--- config.mk ---
export PLATFORM = sky130hd
export DESIGN_NAME = yuv422_to_rgb_converter
export DESIGN_NICKNAME = d
export VERILOG_FILES = /design/src/rtl/yrc_pkg.sv /design/src/rtl/yrc_unpack.sv /design/src/rtl/yrc_chroma.sv /design/src/rtl/yrc_matrix.sv /design/src/rtl/yrc_clamp.sv /design/src/rtl/yuv422_to_rgb_converter.sv
export VERILOG_INCLUDE_DIRS = /design/src /design/src/rtl
export SDC_FILE = /design/constraint.sdc
export NUM_CORES = 1
export LEC_CHECK = 0
export BUFFER_PORTS_ARGS = -buffer_cell sky130_fd_sc_hd__buf_2
export CAP_MARGIN = 25
export CORE_MARGIN = 2
export CORE_UTILIZATION = 30
export DETAILED_ROUTE_END_ITERATION = 16
export MAX_ROUTING_LAYER = met4
export PLACE_DENSITY_LB_ADDON = 0.2
export SLEW_MARGIN = 20
export SYNTH_ARGS = -nofsm -noshare
export SYNTH_HDL_FRONTEND = slang
export SYNTH_SLANG_ARGS = --single-unit
--- constraint.sdc ---
create_clock -name aclk -period 16.9 [get_ports aclk]
set_input_delay 3.38 -clock aclk [delete_from_list [all_inputs] [get_ports aclk]]
set_output_delay 3.38 -clock aclk [all_outputs]
set_load 0.02 [all_outputs]
--- src/rtl/yuv422_to_rgb_converter_assert.svh ---
// ---------------------------------------------------------------------------
// YUV 4:2:2 to RGB converter assertion macros
// Concurrent checks on the converter's own logic, stubbed out for synthesis.
// ---------------------------------------------------------------------------
`ifndef YUV422_TO_RGB_CONVERTER_ASSERT_SVH
`define YUV422_TO_RGB_CONVERTER_ASSERT_SVH

`ifndef SYNTHESIS
// A property that must hold at every clock edge outside reset.
`define YRC_ASSERT(lbl, clk, rst_n, prop, msg) \
    lbl: assert property (@(posedge clk) disable iff (!rst_n) (prop)) else $error(msg);
// A condition that, once seen, must be followed by another in the next cycle.
`define YRC_ASSERT_NEXT(lbl, clk, rst_n, ante, cons, msg) \
    lbl: assert property (@(posedge clk) disable iff (!rst_n) (ante) |=> (cons)) \
        else $error(msg);
`else
`define YRC_ASSERT(lbl, clk, rst_n, prop, msg)
`define YRC_ASSERT_NEXT(lbl, clk, rst_n, ante, cons, msg)
`endif

`endif

--- src/rtl/yrc_pkg.sv ---
// ---------------------------------------------------------------------------
// YUV 4:2:2 to RGB converter package
// Stage payload types and the fixed colour matrix coefficients.
// ---------------------------------------------------------------------------
package yrc_pkg;

    localparam logic BYTE_ORDER_YUYV = 1'b0;
    localparam logic BYTE_ORDER_UYVY = 1'b1;

    localparam logic [8:0] CHROMA_OFFSET = 9'd128;

    localparam logic signed [9:0] COEF_RV = 10'sd359;
    localparam logic signed [9:0] COEF_GU = 10'sd88;
    localparam logic signed [9:0] COEF_GV = 10'sd183;
    localparam logic signed [9:0] COEF_BU = 10'sd454;

    localparam logic [7:0] CHAN_MAX = 8'd255;

    // Luma and centred chroma of one macropixel.
    typedef struct packed {
        logic [7:0]        luma0;
        logic [7:0]        luma1;
        logic signed [8:0] cu;
        logic signed [8:0] cv;
        logic              last;
    } unpack_t;

    // Chroma contributions shared by both pixels.
    typedef struct packed {
        logic [7:0]         luma0;
        logic [7:0]         luma1;
        logic signed [16:0] rv;
        logic signed [16:0] gc;
        logic signed [16:0] bu;
        logic               last;
    } chroma_t;

    // Unscaled channel sums, 256 times the final value.
    typedef struct packed {
        logic signed [17:0] r0;
        logic signed [17:0] g0;
        logic signed [17:0] b0;
        logic signed [17:0] r1;
        logic signed [17:0] g1;
        logic signed [17:0] b1;
        logic               last;
    } sum_t;

endpackage

--- src/rtl/yrc_unpack.sv ---
// ---------------------------------------------------------------------------
// YUV 4:2:2 unpack stage
// Sorts the macropixel bytes by byte order and centres the chroma samples.
// ---------------------------------------------------------------------------
`include "yuv422_to_rgb_converter_assert.svh"

module yrc_unpack (
    input  logic             aclk,
    input  logic             aresetn,
    input  logic             byte_order,
    input  logic             in_valid,
    output logic             in_ready,
    input  logic [31:0]      in_data,
    input  logic             in_last,
    output logic             out_valid,
    input  logic             out_ready,
    output yrc_pkg::unpack_t out_data
);

    logic             valid_reg;
    yrc_pkg::unpack_t data_reg;
    yrc_pkg::unpack_t data_next;
    logic [7:0]       chroma_u;
    logic [7:0]       chroma_v;

    assign in_ready  = !valid_reg || out_ready;
    assign out_valid = valid_reg;
    assign out_data  = data_reg;

    always_comb begin
        if (byte_order == yrc_pkg::BYTE_ORDER_UYVY) begin
            chroma_u        = in_data[7:0];
            data_next.luma0 = in_data[15:8];
            chroma_v        = in_data[23:16];
            data_next.luma1 = in_data[31:24];
        end else begin
            data_next.luma0 = in_data[7:0];
            chroma_u        = in_data[15:8];
            data_next.luma1 = in_data[23:16];
            chroma_v        = in_data[31:24];
        end
        // The nine-bit difference is read back as a signed value.
        data_next.cu   = {1'b0, chroma_u} - yrc_pkg::CHROMA_OFFSET;
        data_next.cv   = {1'b0, chroma_v} - yrc_pkg::CHROMA_OFFSET;
        data_next.last = in_last;
    end

    always_ff @(posedge aclk) begin
        if (!aresetn) begin
            valid_reg <= 1'b0;
        end else if (in_ready) begin
            valid_reg <= in_valid;
        end
    end

    always_ff @(posedge aclk) begin
        if (in_valid && in_ready) begin
            data_reg <= data_next;
        end
    end

    `YRC_ASSERT_NEXT(a_yuyv_luma0, aclk, aresetn,
        in_valid && in_ready && (byte_order == yrc_pkg::BYTE_ORDER_YUYV),
        out_data.luma0 == $past(in_data[7:0]), "YUYV luma0 not taken from first byte")

endmodule

--- src/rtl/yrc_chroma.sv ---
// ---------------------------------------------------------------------------
// YUV 4:2:2 chroma product stage
// Forms the chroma terms of the colour matrix once for both pixels.
// ---------------------------------------------------------------------------
module yrc_chroma (
    input  logic             aclk,
    input  logic             aresetn,
    input  logic             in_valid,
    output logic             in_ready,
    input  yrc_pkg::unpack_t in_data,
    output logic             out_valid,
    input  logic             out_ready,
    output yrc_pkg::chroma_t out_data
);

    logic               valid_reg;
    yrc_pkg::chroma_t   data_reg;
    yrc_pkg::chroma_t   data_next;
    logic signed [18:0] prod_rv;
    logic signed [18:0] prod_gu;
    logic signed [18:0] prod_gv;
    logic signed [18:0] prod_bu;
    logic signed [18:0] sum_g;

    assign in_ready  = !valid_reg || out_ready;
    assign out_valid = valid_reg;
    assign out_data  = data_reg;

    always_comb begin
        prod_rv = in_data.cv * yrc_pkg::COEF_RV;
        prod_gu = in_data.cu * yrc_pkg::COEF_GU;
        prod_gv = in_data.cv * yrc_pkg::COEF_GV;
        prod_bu = in_data.cu * yrc_pkg::COEF_BU;
        sum_g   = prod_gu + prod_gv;
        // Every term fits in seventeen signed bits for nine-bit chroma.
        data_next.luma0 = in_data.luma0;
        data_next.luma1 = in_data.luma1;
        data_next.rv    = prod_rv[16:0];
        data_next.gc    = sum_g[16:0];
        data_next.bu    = prod_bu[16:0];
        data_next.last  = in_data.last;
    end

    always_ff @(posedge aclk) begin
        if (!aresetn) begin
            valid_reg <= 1'b0;
        end else if (in_ready) begin
            valid_reg <= in_valid;
        end
    end

    always_ff @(posedge aclk) begin
        if (in_valid && in_ready) begin
            data_reg <= data_next;
        end
    end

endmodule

--- src/rtl/yrc_matrix.sv ---
// ---------------------------------------------------------------------------
// YUV 4:2:2 matrix sum stage
// Adds the scaled luma of each pixel to the shared chroma terms.
// ---------------------------------------------------------------------------
module yrc_matrix (
    input  logic             aclk,
    input  logic             aresetn,
    input  logic             in_valid,
    output logic             in_ready,
    input  yrc_pkg::chroma_t in_data,
    output logic             out_valid,
    input  logic             out_ready,
    output yrc_pkg::sum_t    out_data
);

    logic               valid_reg;
    yrc_pkg::sum_t      data_reg;
    yrc_pkg::sum_t      data_next;
    logic signed [17:0] base0;
    logic signed [17:0] base1;
    logic signed [17:0] rv_ext;
    logic signed [17:0] gc_ext;
    logic signed [17:0] bu_ext;

    assign in_ready  = !valid_reg || out_ready;
    assign out_valid = valid_reg;
    assign out_data  = data_reg;

    always_comb begin
        base0  = {2'b00, in_data.luma0, 8'h00};
        base1  = {2'b00, in_data.luma1, 8'h00};
        rv_ext = {in_data.rv[16], in_data.rv};
        gc_ext = {in_data.gc[16], in_data.gc};
        bu_ext = {in_data.bu[16], in_data.bu};
        data_next.r0   = base0 + rv_ext;
        data_next.g0   = base0 - gc_ext;
        data_next.b0   = base0 + bu_ext;
        data_next.r1   = base1 + rv_ext;
        data_next.g1   = base1 - gc_ext;
        data_next.b1   = base1 + bu_ext;
        data_next.last = in_data.last;
    end

    always_ff @(posedge aclk) begin
        if (!aresetn) begin
            valid_reg <= 1'b0;
        end else if (in_ready) begin
            valid_reg <= in_valid;
        end
    end

    always_ff @(posedge aclk) begin
        if (in_valid && in_ready) begin
            data_reg <= data_next;
        end
    end

endmodule

--- src/rtl/yrc_clamp.sv ---
// ---------------------------------------------------------------------------
// YUV 4:2:2 scale and clamp stage
// Divides each channel sum by 256 with floor and clamps it to a byte; this
// stage is also the output register of the converter.
// ---------------------------------------------------------------------------
`include "yuv422_to_rgb_converter_assert.svh"

module yrc_clamp (
    input  logic          aclk,
    input  logic          aresetn,
    input  logic          in_valid,
    output logic          in_ready,
    input  yrc_pkg::sum_t in_data,
    output logic          out_valid,
    input  logic          out_ready,
    output logic [47:0]   out_data,
    output logic          out_last
);

    logic        valid_reg;
    logic [47:0] data_reg;
    logic [47:0] data_next;
    logic        last_reg;

    // A negative sum gives zero; a sum of 65536 or more gives full scale.
    function automatic logic [7:0] scale_clamp(input logic signed [17:0] s);
        logic [7:0] q;
        if (s[17]) begin
            q = 8'd0;
        end else if (s[16]) begin
            q = yrc_pkg::CHAN_MAX;
        end else begin
            q = s[15:8];
        end
        return q;
    endfunction

    assign in_ready  = !valid_reg || out_ready;
    assign out_valid = valid_reg;
    assign out_data  = data_reg;
    assign out_last  = last_reg;

    always_comb begin
        data_next[7:0]   = scale_clamp(in_data.r0);
        data_next[15:8]  = scale_clamp(in_data.g0);
        data_next[23:16] = scale_clamp(in_data.b0);
        data_next[31:24] = scale_clamp(in_data.r1);
        data_next[39:32] = scale_clamp(in_data.g1);
        data_next[47:40] = scale_clamp(in_data.b1);
    end

    always_ff @(posedge aclk) begin
        if (!aresetn) begin
            valid_reg <= 1'b0;
        end else if (in_ready) begin
            valid_reg <= in_valid;
        end
    end

    always_ff @(posedge aclk) begin
        if (in_valid && in_ready) begin
            data_reg <= data_next;
            last_reg <= in_data.last;
        end
    end

    `YRC_ASSERT_NEXT(a_red0_floor, aclk, aresetn,
        in_valid && in_ready && in_data.r0[17],
        out_data[7:0] == 8'd0, "negative red sum not clamped to zero")
    `YRC_ASSERT_NEXT(a_blue1_ceiling, aclk, aresetn,
        in_valid && in_ready && !in_data.b1[17] && in_data.b1[16],
        out_data[47:40] == yrc_pkg::CHAN_MAX, "large blue sum not clamped to full scale")

endmodule

--- src/rtl/yuv422_to_rgb_converter.sv ---
// ---------------------------------------------------------------------------
// YUV 4:2:2 to RGB888 converter
// Turns one packed macropixel per item into two RGB888 pixels.
// ---------------------------------------------------------------------------
// Usage:
//   The input stream carries one macropixel per item, four bytes in stream
//   order in s_tdata, with s_tlast marking the final macropixel of a frame.
//   The output stream carries the two resulting pixels in m_tdata and a copy
//   of the frame end flag in m_tlast.
//   The byte order register is written through cfg_valid, cfg_ready and
//   cfg_data while the stream is idle: 0 selects Y0 U Y1 V, 1 selects
//   U Y0 V Y1. The port always accepts a write.
//   From input acceptance to m_tvalid an item passes through the unpack,
//   chroma product, matrix sum and clamp registers. One item is
//   accepted per cycle for as long as the receiver takes results.
//   When the receiver stalls, items stay in their stages and empty stages
//   keep filling, so up to four items are held before s_tready falls.
//   Reset empties the pipeline and sets the byte order to Y0 U Y1 V.
// ---------------------------------------------------------------------------
`include "yuv422_to_rgb_converter_assert.svh"

module yuv422_to_rgb_converter (
    input  logic        aclk,
    input  logic        aresetn,
    input  logic        cfg_valid,
    output logic        cfg_ready,
    input  logic        cfg_data,     // byte_order
    input  logic        s_tvalid,
    output logic        s_tready,
    input  logic [31:0] s_tdata,      // byte0, byte1, byte2, byte3
    input  logic        s_tlast,
    output logic        m_tvalid,
    input  logic        m_tready,
    output logic [47:0] m_tdata,      // red0, green0, blue0, red1, green1, blue1
    output logic        m_tlast
);

    logic             byte_order_reg;
    logic             unp_valid;
    logic             unp_ready;
    yrc_pkg::unpack_t unp_data;
    logic             chr_valid;
    logic             chr_ready;
    yrc_pkg::chroma_t chr_data;
    logic             mtx_valid;
    logic             mtx_ready;
    yrc_pkg::sum_t    mtx_data;

    assign cfg_ready = 1'b1;

    always_ff @(posedge aclk) begin
        if (!aresetn) begin
            byte_order_reg <= yrc_pkg::BYTE_ORDER_YUYV;
        end else if (cfg_valid && cfg_ready) begin
            byte_order_reg <= cfg_data;
        end
    end

    yrc_unpack u_unpack (
        .aclk       (aclk),
        .aresetn    (aresetn),
        .byte_order (byte_order_reg),
        .in_valid   (s_tvalid),
        .in_ready   (s_tready),
        .in_data    (s_tdata),
        .in_last    (s_tlast),
        .out_valid  (unp_valid),
        .out_ready  (unp_ready),
        .out_data   (unp_data)
    );

    yrc_chroma u_chroma (
        .aclk      (aclk),
        .aresetn   (aresetn),
        .in_valid  (unp_valid),
        .in_ready  (unp_ready),
        .in_data   (unp_data),
        .out_valid (chr_valid),
        .out_ready (chr_ready),
        .out_data  (chr_data)
    );

    yrc_matrix u_matrix (
        .aclk      (aclk),
        .aresetn   (aresetn),
        .in_valid  (chr_valid),
        .in_ready  (chr_ready),
        .in_data   (chr_data),
        .out_valid (mtx_valid),
        .out_ready (mtx_ready),
        .out_data  (mtx_data)
    );

    yrc_clamp u_clamp (
        .aclk      (aclk),
        .aresetn   (aresetn),
        .in_valid  (mtx_valid),
        .in_ready  (mtx_ready),
        .in_data   (mtx_data),
        .out_valid (m_tvalid),
        .out_ready (m_tready),
        .out_data  (m_tdata),
        .out_last  (m_tlast)
    );

    // The input may only be refused when every stage holds an item.
    `YRC_ASSERT(a_refuse_only_full, aclk, aresetn,
        !s_tready |-> (unp_valid && chr_valid && mtx_valid && m_tvalid && !m_tready),
        "input refused while the pipeline has room")

endmodule
==> summary.md <==
| Metric | Value |
|---|---|
| I/O Pins | about 90 |
| Layout cells sized above 1 | 0.139 |
| Post-synthesis sequential area ratio | 0.429 |
| Initial antenna violation count | 0 |
| Row count | 78 |
| Area share of the largest cell type after synthesis | 0.422 |
| Root Driver | clkbuf_16 |
| GP Congestion | 0.821 |
| Post-layout util | 0.344 |
| Fmax achieved | 125 MHz |
| Die area | between 40000 and 50000 um2 |
| Synth top area cells | edfxtp_1 (42%), ha_1 (17%), fa_1 (11%) |
| Cells after Synth | 1186 |
| Via/cell ratio | approximately 4.4 |
| Warnings from Yosys | 0 |
| Clock sink total | 200 |
| Reg-to-Reg Start | u_unpack.out_data[7] |
| Final-report max-slew violation count | 0 |
| Yosys top cell by area | edfxtp_1 |
| DP Wirelength | about 23000 um |
| Number of routed nets with antenna violations | 0 |
| Post-route setup slack | between 8 and 9 ns |
| Initial core utilization | 0.305 |
| Min-delay src | u_unpack.out_data[0] |
| Setup Crit Path Kind | in2out |
| CTS tree | yes |
| Prevailing post-synth register cell | edfxtp_1 |
| Non-Filler Instances | 1893 |
| Core area | around 45000 um2 |
| Fin Hold WS | between 0.4 and 0.5 ns |
| Leakage | 6.71 nW |
| Ant diodes | 0 |
| Final clock skew | 0.0117 ns |
| Drt first pass iters | 5 |
| Worst Hold Endpoint | u_chroma.out_data[0] |
| Vias in the first global route | 8304 |
| GRT Resource Usage Total | 0.127 |
| Worst reg-to-reg path cell count | 17 |
| WL/cell | 14.9 um |
| Nets | 1580 |
| Ratio of total power to cell area | 161 nW/um2 |
| Peak VDD IR | 0.112 mV |
| Iteration-0 DRC Markers | 332 |
| Vias | between 8000 and 9000 |
| CTS Hold Bufs | 0 |
| Run status | completed |
| Syn-to-layout area delta | 12.8% |
| Post-synth EDFFs | 195 |
| #FFs+latches synth | 200 |
| Clk slew on worst S/H paths | 0.07 ns |
| Headroom to the max-slew limit | 0.451 |
| Largest net degree at the start of global routing | between 60 and 70 |
| Max_cap viols | 0 |
| Critical-path maximum fanout | 6 |
| Post-CTS Setup Inserts | 0 |
| Hold depth | 0 |
| Hold Path Class | reg2reg |
| Place WS | approximately 8.9 ns |
| Critical Path RT | 13.52 ns |
| Mapped cell area | 13900 um2 |
| Clock Path Buffers | 2 |
| Setup violators final | 0 |
| Chip height | 219 um |
| DRC | 0 |
| Final TNS setup | 0 ns |
| Crit. End Element | primary output |
| Worst R2R Setup Slack | 11.31 ns |
| CTS Buf Count | 17 |
| Reg-to-reg endpoint | u_chroma.out_data[34] |
| Kind of start point of the critical path | primary input |
| Post-CTS sizing | 0 |
| Number of flip-flops in the largest register | 61 |
| Number of H-tree levels | 4 |
| Clk Latency, worst-skew pair | 0.44 ns |
| Async SR Flop Fraction | 0 |
| Crit share post-route | 0.474 |
| RSZ-0062 raised after global routing | no |
| Syn Area/Cell | approximately 12 um2 |
| Most frequent cell after synthesis | edfxtp_1 |
| Final hold vios | 0 |
| Post-Syn Nets | approximately 1500 |
| Synth cell count leaders | edfxtp_1 (195), inv_1 (188), ha_1 (187), nor2_1 (145), fa_1 (73) |
| Port bufs | around 90 |
| First-pass GRT wire length | 44800 um |
| Worst Max-Slew Pin Slew | 0.823 ns |
| Dpl cells | 1862 |
| Arrival @ worst endpoint | approximately 4.6 ns |
| Die width | 219 um |
| Final global-route overflow total | 0 |
| Post-Route WL | roughly 28000 um |
| Yosys cell types | 64 |
| Tmin final | 8.01 ns |
## final cells by class
type	count	area (um2)
clock buffers	19	433
clock inverters	12	139
fillers	4621	29800
inverters	189	709
multi-input cells	778	7170
flip-flops and latches	200	5960
well taps	600	751
repair buffers	95	490
## cells by family (layout without fill, tap and decap cells)
logic type	Yosys count	in the layout	share of synthesized area
adder cells (fa/ha/maj)	260	260	0.274
XOR/XNOR	90	90	0.0574
other	1	1	0.000270
AND/OR/NAND/NOR	249	249	0.0829
flip-flops	200	200	0.429
multiplexers	37	37	0.0294
buffers and inverters	208	315	0.0567
AO/OA/AOI/OAI	141	141	0.0698
## power breakdown
part | internal [mW] | switching (mW) | leakage [nW]
clock network | 0.208 | 0.190 | 0.279
logic | 0.578 | 0.787 | 4.57
registers | 0.706 | 0.0466 | 1.86
## per-layer routing
metal,routed length [um],global-route usage,vias to the layer above
met5,0,-,-
met4,376,0.0426,0
met3,347,0.0125,24
met2,14300,0.215,75
met1,13200,0.159,3967
li1,-,-,4245
## worst max-delay path by stage
stage,endpoint,cells after the start,startpoint,slack [ns]
2_1_floorplan,u_chroma.out_data[0],3,m_tready,8.88
3_3_place_gp,s_tready,5,m_tready,8.91
3_5_place_dp,s_tready,5,m_tready,8.88
4_1_cts,s_tready,5,m_tready,8.89
5_1_grt,s_tready,5,m_tready,8.81
6_report,s_tready,5,m_tready,8.89
## cells in the final DEF (no fill, tap or decap), types with 8 or more instances in the layout
| cell | count |
|---|---|
| ha_1 | 187 |
| nor2_1 | 145 |
| a21o_1 | 9 |
| o21ai_0 | 21 |
| o21a_1 | 11 |
| buf_2 | 89 |
| nor2b_1 | 16 |
| xor2_1 | 25 |
| nor3_1 | 17 |
| fa_1 | 73 |
| or2_2 | 8 |
| nand2_1 | 16 |
| a21oi_1 | 37 |
| inv_1 | 188 |
| edfxtp_1 | 195 |
| nand2b_1 | 11 |
| mux2_2 | 30 |
| xnor2_1 | 64 |
| clkbuf_16 | 17 |
## critical path: stages
cell	delay, ns
buf_2	0.10
nor2b_1	0.25
and2_0	0.54
nand3_1	0.17
buf_2	0.19
## through the flow
stage	instance area, um2	power (mW)
final	15600	2.52
after floorplan	13900	1.76
after detailed placement	15100	2.13
after global placement	15100	2.13
after global routing	15600	2.75
after CTS	15600	2.55
(Power assumes the default switching activity.)
